[src/hdl/pmco_pkg.sv]
package pmco_pkg;

  localparam int DATA_W   = 32;
  localparam int FRAC_W   = 29;
  localparam int IDX_W    = 12;
  localparam int QCNT_W   = 4;
  localparam int MAX_QUB  = 12;
  localparam int ACC_W    = 66;
  localparam int MAG_W    = 64;
  localparam int QUO_W    = 61;
  localparam int DIV_STEPS = 64 + FRAC_W + 1;
  localparam int CNT_W    = 7;
  localparam int CFG_IDX_W = 3;

  typedef enum logic [1:0] {
    OP_ADD = 2'd0,
    OP_SUB = 2'd1,
    OP_MUL = 2'd2,
    OP_DIV = 2'd3
  } op_t;

  localparam logic [CFG_IDX_W-1:0] REG_INDEX_MASK   = 3'd0;
  localparam logic [CFG_IDX_W-1:0] REG_COND_VALUE   = 3'd1;
  localparam logic [CFG_IDX_W-1:0] REG_OPERATION    = 3'd2;
  localparam logic [CFG_IDX_W-1:0] REG_SUCCESS_REAL = 3'd3;
  localparam logic [CFG_IDX_W-1:0] REG_SUCCESS_IMAG = 3'd4;
  localparam logic [CFG_IDX_W-1:0] REG_FAILURE_REAL = 3'd5;
  localparam logic [CFG_IDX_W-1:0] REG_FAILURE_IMAG = 3'd6;
  localparam logic [CFG_IDX_W-1:0] REG_QUBIT_COUNT  = 3'd7;

  localparam logic [DATA_W-1:0] COEF_ONE = 32'h2000_0000;

  typedef enum logic [2:0] {
    S_IDLE = 3'd0,
    S_MUL  = 3'd1,
    S_ACC  = 3'd2,
    S_DLD  = 3'd3,
    S_DIV  = 3'd4,
    S_FIN  = 3'd5
  } state_t;

  typedef struct packed {
    logic       accept;
    logic       mul_go;
    logic [2:0] mul_sel;
    logic       div_load;
    logic       div_step;
    logic       out_load;
  } cmd_t;

  typedef struct packed {
    op_t  op;
    logic coef_zero;
  } stat_t;

  typedef struct packed {
    logic signed [DATA_W-1:0] val;
    logic                     clip;
  } sat_t;

  localparam logic signed [ACC_W-1:0] SAT_HI = 66'sh0_7FFF_FFFF;
  localparam logic signed [ACC_W-1:0] SAT_LO = ~SAT_HI;

  function automatic sat_t sat_fn(input logic signed [ACC_W-1:0] x);
    sat_t s;
    if (x > SAT_HI) begin
      s.val  = SAT_HI[DATA_W-1:0];
      s.clip = 1'b1;
    end else if (x < SAT_LO) begin
      s.val  = SAT_LO[DATA_W-1:0];
      s.clip = 1'b1;
    end else begin
      s.val  = x[DATA_W-1:0];
      s.clip = 1'b0;
    end
    return s;
  endfunction

endpackage

[src/hdl/pmco_ctrl.sv]
module pmco_ctrl (
  input  logic              clk,
  input  logic              rst_n,
  input  logic              in_valid,
  output logic              in_ready,
  output logic              out_valid,
  input  logic              out_ready,
  input  pmco_pkg::stat_t   stat,
  output pmco_pkg::cmd_t    cmd
);

  pmco_pkg::state_t               state_r, state_nxt;
  logic [pmco_pkg::CNT_W-1:0]     cnt_r, cnt_nxt;
  logic                           out_valid_r, out_valid_nxt;
  logic [pmco_pkg::CNT_W-1:0]     mul_last;

  assign mul_last = (stat.op == pmco_pkg::OP_MUL) ? 7'd3 : 7'd5;

  always_ff @(posedge clk) begin
    if (!rst_n) begin
      state_r     <= pmco_pkg::S_IDLE;
      cnt_r       <= '0;
      out_valid_r <= 1'b0;
    end else begin
      state_r     <= state_nxt;
      cnt_r       <= cnt_nxt;
      out_valid_r <= out_valid_nxt;
    end
  end

  always_comb begin
    state_nxt = state_r;
    cnt_nxt   = cnt_r;
    cmd       = '0;
    in_ready  = 1'b0;
    unique case (state_r)
      pmco_pkg::S_IDLE: begin
        in_ready = 1'b1;
        if (in_valid) begin
          cmd.accept = 1'b1;
          cnt_nxt    = '0;
          if (stat.op == pmco_pkg::OP_ADD || stat.op == pmco_pkg::OP_SUB) begin
            state_nxt = pmco_pkg::S_FIN;
          end else begin
            state_nxt = pmco_pkg::S_MUL;
          end
        end
      end
      pmco_pkg::S_MUL: begin
        cmd.mul_go  = 1'b1;
        cmd.mul_sel = cnt_r[2:0];
        if (cnt_r == mul_last) begin
          state_nxt = pmco_pkg::S_ACC;
        end else begin
          cnt_nxt = cnt_r + 7'd1;
        end
      end
      pmco_pkg::S_ACC: begin
        if (stat.op == pmco_pkg::OP_MUL) begin
          state_nxt = pmco_pkg::S_FIN;
        end else begin
          state_nxt = pmco_pkg::S_DLD;
        end
      end
      pmco_pkg::S_DLD: begin
        if (stat.coef_zero) begin
          state_nxt = pmco_pkg::S_FIN;
        end else begin
          cmd.div_load = 1'b1;
          cnt_nxt      = '0;
          state_nxt    = pmco_pkg::S_DIV;
        end
      end
      pmco_pkg::S_DIV: begin
        cmd.div_step = 1'b1;
        if (cnt_r == 7'(pmco_pkg::DIV_STEPS - 1)) begin
          state_nxt = pmco_pkg::S_FIN;
        end else begin
          cnt_nxt = cnt_r + 7'd1;
        end
      end
      pmco_pkg::S_FIN: begin
        if (!out_valid_r || out_ready) begin
          cmd.out_load = 1'b1;
          state_nxt    = pmco_pkg::S_IDLE;
        end
      end
      default: state_nxt = pmco_pkg::S_IDLE;
    endcase
  end

  always_comb begin
    if (cmd.out_load) begin
      out_valid_nxt = 1'b1;
    end else if (out_ready) begin
      out_valid_nxt = 1'b0;
    end else begin
      out_valid_nxt = out_valid_r;
    end
  end

  assign out_valid = out_valid_r;

`ifndef SYNTH
  a_accept_leaves_idle: assert property (@(posedge clk) disable iff (!rst_n)
    (in_valid && in_ready) |=> state_r != pmco_pkg::S_IDLE)
    else $error("accepted transaction did not start work");
  a_no_overwrite: assert property (@(posedge clk) disable iff (!rst_n)
    cmd.out_load |-> (!out_valid_r || out_ready))
    else $error("result register overwritten");
  a_div_count: assert property (@(posedge clk) disable iff (!rst_n)
    state_r == pmco_pkg::S_DIV |-> cnt_r < 7'(pmco_pkg::DIV_STEPS))
    else $error("divide step count out of range");
`endif

endmodule

[config.mk]
export PLATFORM = sky130hd
export DESIGN_NAME = pmco_ctrl
export DESIGN_NICKNAME = d
export VERILOG_FILES = /design/src/hdl/pmco_pkg.sv /design/src/hdl/pmco_ctrl.sv
export SDC_FILE = /design/constraint.sdc
export NUM_CORES = 1
export LEC_CHECK = 0
export ABC_AREA = 1
export BUFFER_PORTS_ARGS = -buffer_cell sky130_fd_sc_hd__buf_2
export CORE_MARGIN = 5
export CORE_UTILIZATION = 39
export CTS_CLUSTER_SIZE = 30
export DETAILED_ROUTE_END_ITERATION = 12
export GPL_TIMING_DRIVEN = 0
export SLEW_MARGIN = 20
export SYNTH_ARGS = -nofsm -noshare
export SYNTH_HDL_FRONTEND = slang
export SYNTH_SLANG_ARGS = --single-unit
[constraint.sdc]
create_clock -name clk -period 1.5 [get_ports clk]
set_input_delay 0.3 -clock clk [delete_from_list [all_inputs] [get_ports clk]]
set_output_delay 0.3 -clock clk [all_outputs]
set_load 0.005 [all_outputs]
[After elaboration in Yosys (flattened, before gate mapping)]
Cells that the tools add are included.
Storage, ports and cells
  word-level logic and storage cells: 54
  output and inout bits: 10
  bits of input ports: 7
  bits in registers: 11
Operators by class
  reductions and logical operators: 9
  equal/unequal tests: 16
  multiplexer cells: 25
  add/sub/neg operators: 1
Operator list (count)
  7-bit two-way mux: 4
  7-bit one-hot mux with 4 select lines: 1
  3-bit two-way mux: 7
  3-bit one-hot mux with 6 select lines: 1
  2-bit inequality test (second input constant): 7
  1-bit two-way mux: 11
  7-bit by 1-bit adder with 7-bit output (second input constant): 1
  7-bit by 3-bit == test with 1-bit output: 1
  7-bit == test (second input constant): 1
  3-bit by 2-bit == test with 1-bit output (second input constant): 2
  3-bit == test (second input constant): 2
  5-bit AND reduction: 1
  4-bit two-way mux: 1
  4-bit AND reduction: 1
  4-bit nonzero test: 1
  3-bit by 1-bit == test with 1-bit output (second input constant): 1
  3-bit zero test: 1
  2-bit by 1-bit == test with 1-bit output (second input constant): 1
  2-bit == test (second input constant): 1
  2-bit zero test: 1
  1-bit logical OR: 2
  2-bit nonzero test: 1
  1-bit zero test: 1

[Depth between registers and ports, before layout]
Gate-level depths: netlist of the first run.
  depth in word-level cells: 5
  mapped depth: 11

[Least setup slack after synthesis of the first run]
No wires, ideal clock.
  path type: reg-to-reg
  start: reg cnt_r[1] in the netlist's numbering
  end: reg cnt_r[5] in the netlist's numbering
  required time: 1.385 ns
  buffers on the path: 1
  cell stages (with the launch flop): 12
  library setup time: 0.115 ns
  arrival: 1.218 ns
  setup slack: 0.167 ns
  cells stage by stage: dfxtp_1 > inv_1 > ha_1 > nand2_1 > nor2_1 > nand2_1 > nor2_1 > nor2_2 > buf_6 > nand3_1 > nand2_1 > nor2_1
On the way
  word-level cells in the longest chain between the ends: 3
RTL lines
  start, declared: RTL line pmco_ctrl.sv:13  | logic [pmco_pkg::CNT_W-1:0] cnt_r, cnt_nxt;
  start signal, assigned: RTL line pmco_ctrl.sv:26  | cnt_r <= cnt_nxt;
  7-bit by 1-bit adder with 7-bit output (tied with other cells): RTL line pmco_ctrl.sv:55, pmco_ctrl.sv:79
  7-bit two-way mux (tied with other cells): RTL line pmco_ctrl.sv:76  | if (cnt_r == 7'(pmco_pkg::DIV_STEPS - 1)) begin
  7-bit one-hot mux with 4 select lines / 5-bit AND reduction (equally long branches)
Several ways; a longest one is shown, not always the timed one. The select of a mux whose other input is x is not followed.
A chain may end at the register's enable or synchronous reset.

==> impl_metrics.json, run 1 <==
{
  "via_per_inst": 4.985,
  "path_class": "reg2out",
  "hold_path_class": "in2reg",
  "place_ws_ns": -0.03591,
  "gp_congestion": 0.9087,
  "fin_nets": 185,
  "rows": 17,
  "dp.cells": 195,
  "dr.pass1.iters": 4,
  "drtAntennaViolNets": 0,
  "yosys.area.top_type": "dfxtp_1",
  "cap_violations": 0,
  "hold_buffers": 0,
  "synth_edf_count": 0,
  "cts_tree": "built",
  "relSlewSlack": 0.7946,
  "power_density_mw_per_mm2": 1751,
  "cp_slowest_stage_delay_ns": 0.36,
  "setup.worst_path.start_class": "flop",
  "synth_common_cells": "nand2_1, nor2_1, nand3_1",
  "cts_buffers": 3,
  "crit_fanout": 6,
  "max_freq_mhz": 697.9,
  "drive_above_1_share": 0.3314,
  "yosysWarnings": 0,
  "arrival_ns": 1.13,
  "synth_seq_area_share": 0.2493,
  "finalMaxSlewViolations": 0,
  "fin_cells": 203,
  "ir_drop_mv": 1.060,
  "routed_wl_mm": 2.362,
  "drtIter0Drc": 46,
  "root_buffer": "clkbuf_4",
  "required_ns": 1.20,
  "yosys-top-cells-area": "dfxtp_1, nand2_1, nor2_1, nand3_1, inv_1",
  "fin_crit_ns": 1.433,
  "syn_area_sq_um": 883.3,
  "grt_max_degree": 11,
  "grt_use_total": 0.1327,
  "crit_chain": "inv_2, nand3_4, nor2_1, buf_2",
  "cpLargestDelayFamily": "flip-flops",
  "synth_top_area_share": 0.2493,
  "clkTransAtPathRegs_ns": 0.08,
  "area_delta_synth_final_pct": 27.90,
  "hold_viol_final": 0,
  "die_h_um": 57.59,
  "antenna_cells": 0,
  "grt_pass1_wl_mm": 3.484,
  "cp_slowest_cell": "dfxtp_2",
  "yosysUniqueCellTypes": 21,
  "drc": 0,
  "ys_seq_elements": 11,
  "synth_top_flop_cell": "dfxtp_1",
  "grt_pass1_vias": 844,
  "clkLatencyLatePin_ns": 0.28,
  "wire_per_inst_um": 11.64,
  "ios": 17,
  "fin_ws_ns": 0.06704,
  "clock-skew-final_ns": 0.002283,
  "gr-total-overflow": 0,
  "start_util": 0.4032,
  "status": "completed",
  "yosys.cell_count.top_type": "nand2_1",
  "route.vias.total": 1012,
  "setup_violations": 0,
  "die_w_um": 57.59,
  "end_kind": "output pin",
  "cts_buffer_depth": 2,
  "hpwlAfterDp_mm": 1.652,
  "p_leak_uw": 0.0005634,
  "cp_num_buf_inv": 2,
  "h-tree-depth": 1,
  "fill_cells": 228,
  "synthArstFlopShare": 0,
  "syn_inst": 152,
  "cts.sinks": 11,
  "tightest_slew_ns": 0.3058,
  "totalNegativeSetupSlack_ns": 0,
  "core_area_sq_mm": 0.002191,
  "grt_antenna_before_repair": 0,
  "rsz0062_at_grt": "yes",
  "io_buffer_count": 15,
  "syn_avg_cell_area_sq_um": 5.811,
  "syn_nets": 161,
  "die_area_sq_mm": 0.003317,
  "period_share": 0.9553
}
## path summary, 6_finish.rpt
check,slack (ns),startpoint,endpoint,depth (start not counted)
max reg2reg,0.07,cnt_r[1],cnt_r[5],10
min reg2reg,0.52,cnt_r[6],cnt_r[6],2
min,0.33,rst_n,cnt_r[0],3
max,0.07,state_r[2],cmd[5],4
## sequential cells by signal, indices dropped and copies added, names as in the netlist
| register | flops |
|---|---|
| out_valid | 1 |
| state_r | 3 |
| cnt_r | 7 |
## logic make-up (layout without fill, tap and decap cells)
group | count (synthesis) | in the layout | synth area share
compound gates | 10 | 10 | 0.06089
buf+inv | 27 | 50 | 0.1501
fa+ha+maj | 2 | 2 | 0.02832
flops | 11 | 11 | 0.2493
xor+xnor | 1 | 1 | 0.009917
simple gates | 101 | 101 | 0.5014
## cell type report
type,instances,area [sq um],area share
clock buffer,4,26.28,0.02326
timing repair buffer,21,130.1,0.1152
inverter,21,78.83,0.06977
multi-input combinational,114,589.3,0.5216
buffer,4,35.03,0.03101
tap,28,35.03,0.03101
sequential,11,235.2,0.2082
## per-layer routing
metal	global-route usage	wire, um	up-vias	part of all wire
met5	0	0	-	0
met4	0.04967	22	0	0.0093
met3	0.03394	137	4	0.058
met2	0.2274	1219	31	0.52
met1	0.1573	983	456	0.42
li1	-	-	521	-
## per-stage QoR
stage / instance area [sq um] / hold slack [ns] / power (uW) / util
2_1_floorplan: 883.3 / 0.4743 / 1283 / -
3_3_place_gp: 993.5 / 0.4938 / 1513 / 0.4535
3_5_place_dp: 993.5 / 0.5064 / 1534 / 0.4535
4_1_cts: 1027 / 0.3063 / 1757 / 0.4689
5_1_grt: 1130 / 0.3428 / 2170 / 0.5157
6_report: 1130 / 0.3288 / 1978 / 0.5157
## cell usage in the layout (no fill, tap or decap)
| cell | instances |
|---|---|
| a21oi_1 | 4 |
| nand2_2 | 2 |
| dfxtp_4 | 3 |
| nand3_2 | 4 |
| xor2_1 | 1 |
| o21ai_0 | 1 |
| inv_2 | 7 |
| clkbuf_1 | 1 |
| or2_4 | 1 |
| ha_1 | 1 |
| nor2_1 | 24 |
| o21ai_1 | 1 |
| dfxtp_1 | 5 |
| nor2_4 | 2 |
| nand3_4 | 1 |
| buf_4 | 6 |
| nand4_1 | 2 |
| buf_6 | 4 |
| nand2_1 | 43 |
| dfxtp_2 | 3 |
| buf_2 | 15 |
| nor2_2 | 2 |
| a21oi_2 | 4 |
| clkbuf_4 | 3 |
| inv_1 | 14 |
| nand3_1 | 17 |
| nor3_1 | 3 |
| ha_4 | 1 |
## worst min-delay path, delay by kind of cell
kind	cells	cell delay, ns
buf+inv	1	0.16
simple gates	2	0.11
## timing repair
action,CTS,global route
cloned,0,1
resized for setup,5,25
setup buffers,0,5
pin swaps,0,9
endpoints found under the setup margin,8,18
## power by group
part / total [uW] / internal [uW] / switching (uW)
sequential: 533 / 397 / 136
combinational: 1230 / 523 / 702
clock: 220 / 103 / 117
(Power assumes the default switching activity.)
==> inputs of run 2 (changes only) <==
--- a/config.mk
+++ b/config.mk
@@ -5,7 +5,7 @@
 export SDC_FILE = /design/constraint.sdc
 export NUM_CORES = 1
 export LEC_CHECK = 0
-export ABC_AREA = 1
+export ABC_AREA = 0
 export BUFFER_PORTS_ARGS = -buffer_cell sky130_fd_sc_hd__buf_2
 export CORE_MARGIN = 5
 export CORE_UTILIZATION = 39
==> run 2 against run 1 <==
Net effect: the flow now finishes with violations (negative setup slack); register-to-register slack worse by 0.52 ns; clock skew increased by 0.0068 ns; die area fell by 6.6%; global-route usage is 3.0 points higher; hold slack gained 0.048 ns; power down 58%; first-iteration DRC count fell by 48%; worst setup slack lost 0.52 ns; cell count fell by 23%.
==> impl_metrics.json, run 2 <==
{
  "place_ws_ns": -0.5348,
  "syn_area_sq_um": 813.3,
  "crit_chain": "or4_1, or3_4, o221ai_4, buf_6, o2bb2ai_2, a32o_1",
  "antenna_cells": 0,
  "yosysWarnings": 0,
  "clock-skew-final_ns": 0.009082,
  "final_area_sq_mm": 0.001219,
  "layout_commonest_cell": "buf_2",
  "routed.top_layer": "met4",
  "cts_tree": "built",
  "cts.sinks": 11,
  "drtIter0Drc": 24,
  "fin_nets": 139,
  "synth_top_flop_cell": "dfxtp_1",
  "cts_buffer_depth": 2,
  "start_util": 0.4104,
  "tightest_slew_ns": 0.4736,
  "grt_max_degree": 11,
  "ir_drop_mv": 0.4636,
  "seqCellArea_sq_um": 230.2,
  "dpl_cell_area_sq_um": 928.4,
  "syn_nets": 104,
  "ys_seq_elements": 11,
  "grt_antenna_before_repair": 0,
  "wl_met2_mm": 1.219,
  "ios": 17,
  "yosys-top-cells-area": "dfxtp_1, nor2b_1, o2bb2ai_1, nor3b_1, a21oi_1",
  "root_buffer": "clkbuf_4",
  "syn_avg_cell_area_sq_um": 8.561,
  "crit_fanout": 4,
  "grt_pass1_wl_mm": 4.008,
  "drtAntennaViolNets": 0,
  "die_w_um": 55.67,
  "yosysUniqueCellTypes": 38,
  "path_class": "reg2reg",
  "wire_per_inst_um": 15.44,
  "drc": 0,
  "dp.cells": 138,
  "hold_ws_ns": 0.3764,
  "grt_pass1_vias": 834,
  "core_area_sq_mm": 0.001982,
  "fin_util": 0.6149,
  "relSlewSlack": 0.6843,
  "clkTransAtPathRegs_ns": 0.08,
  "synth_top_area_share": 0.2708,
  "drive_above_1_share": 0.4574,
  "area_delta_synth_final_pct": 49.85,
  "cts_buffers": 3,
  "largest_register": "cnt_r",
  "route.vias.total": 867,
  "io_buffer_count": 16,
  "cap_violations": 0,
  "clkLatencyLatePin_ns": 0.28,
  "power_density_mw_per_mm2": 684.7,
  "routed_wl_mm": 2.408,
  "p_leak_uw": 0.0005053,
  "setup_violations": 18,
  "multi_input_area_sq_um": 639.4,
  "synth_common_cells": "dfxtp_1, a21oi_1, nor2b_1",
  "final_cell_mix": "buf_2, buf_6, buf_4, nor2b_1, dfxtp_1",
  "via_per_inst": 5.558,
  "gp_congestion": 0.7942,
  "grt_use_total": 0.1625,
  "synth_seq_area_share": 0.2708,
  "hold_path_class": "in2reg",
  "gr-total-overflow": 0,
  "arrival_ns": 2.16,
  "yosys.cell_count.top_type": "dfxtp_1",
  "rows": 16,
  "dr.pass1.iters": 4,
  "fin_crit_ns": 1.949,
  "hold_viol_final": 0,
  "cp_slowest_stage_delay_ns": 0.50,
  "largest_register_ffs": 7,
  "fin_cells": 156,
  "cp_slowest_cell": "or4_1",
  "status": "finished, violations left",
  "finalMaxSlewViolations": 0,
  "yosys.area.top_type": "dfxtp_1",
  "rsz0062_at_grt": "yes",
  "required_ns": 1.71,
  "hold_buffers": 0,
  "fill_cells": 170,
  "synth_edf_count": 0,
  "h-tree-depth": 1,
  "setup.worst_path.start_class": "flop",
  "die_area_sq_mm": 0.003099,
  "die_h_um": 55.67,
  "syn_inst": 95,
  "synthArstFlopShare": 0,
  "fin_ws_ns": -0.4488,
  "violations": "negative setup slack",
  "hpwlAfterDp_mm": 1.438,
  "end_kind": "flop",
  "max_freq_mhz": 513.1,
  "met1_length_mm": 1.055,
  "dr_wl_met3_um": 109,
  "period_share": 1.299
}
run 2: changes by cell type after synthesis, sizes merged, moves of 7 or more:
| cell | before | now |
|---|---|---|
| inv | 21 | 5 |
| nand2 | 45 | 3 |
| nand3 | 22 | 4 |
| nor2 | 28 | 2 |
| nor2b | 0 | 7 |
run 2: kinds of logic (layout without fill, tap and decap cells):
group | after synthesis | count (layout) | synth area share
flip-flops | 11 | 11 | 0.2708
buffers and inverters | 10 | 44 | 0.05077
multiplexers | 1 | 1 | 0.01231
adder cells (fa/ha/maj) | 2 | 2 | 0.03076
AND/OR/NAND/NOR | 42 | 42 | 0.3354
AO/OA/AOI/OAI | 28 | 28 | 0.2892
XOR/XNOR | 1 | 1 | 0.01077
run 2: power breakdown:
part           leakage (uW)  switching (uW)  total (uW)  internal [uW]
Combinational      0.000399             153         298            145
Clock             0.0000150             113         217            103
Sequential        0.0000917            18.5         320            302
Total              0.000505             285         834            550
run 2: timing repair:
item,in CTS,in global routing
pin swaps,3,7
gates resized for setup,28,15
buffers inserted,11,5
setup endpoints to repair,17,18
run 2: metrics by stage:
stage	TNS (ns)	total power [uW]
2_1_floorplan	-2.682	467.3
3_3_place_gp	-4.160	525.3
3_5_place_dp	-4.448	527.1
4_1_cts	-4.518	805.0
5_1_grt	-5.435	889.6
6_report	-4.266	834.4
run 2: worst paths after layout:
kind,startpoint,end,slack (ns),depth (start not counted)
worst min-delay path,out_ready,out_valid,0.38,3
worst min register to register,cnt_r[6],cnt_r[6],0.50,2
worst max register to register,cnt_r[3],cnt_r[3],-0.45,6
worst max-delay path,cnt_r[3],cnt_r[3],-0.45,6
run 2: layout make-up:
type	instances	share of cell area
Buffer	4	0.03696
Clock buffer	4	0.02156
Inverter	5	0.01540
Multi-Input combinational cell	74	0.5246
Sequential cell	11	0.1889
Tap cell	27	0.02772
Timing Repair Buffer	31	0.1848
run 2: layer usage:
| metal | track usage | up-vias |
|---|---|---|
| li1 | - | 429 |
| met1 | 0.1890 | 411 |
| met2 | 0.2838 | 23 |
| met3 | 0.05104 | 4 |
| met4 | 0.04514 | 0 |
| met5 | 0 | - |
run 2: worst max-delay path, delay by kind of cell, from the launching register on:
family                 cells  cell delay [ns]
AOI/OAI and AO/OA          3             0.54
and+or+nand+nor            2             0.86
buffers and inverters      1             0.16
DFF                        1             0.33
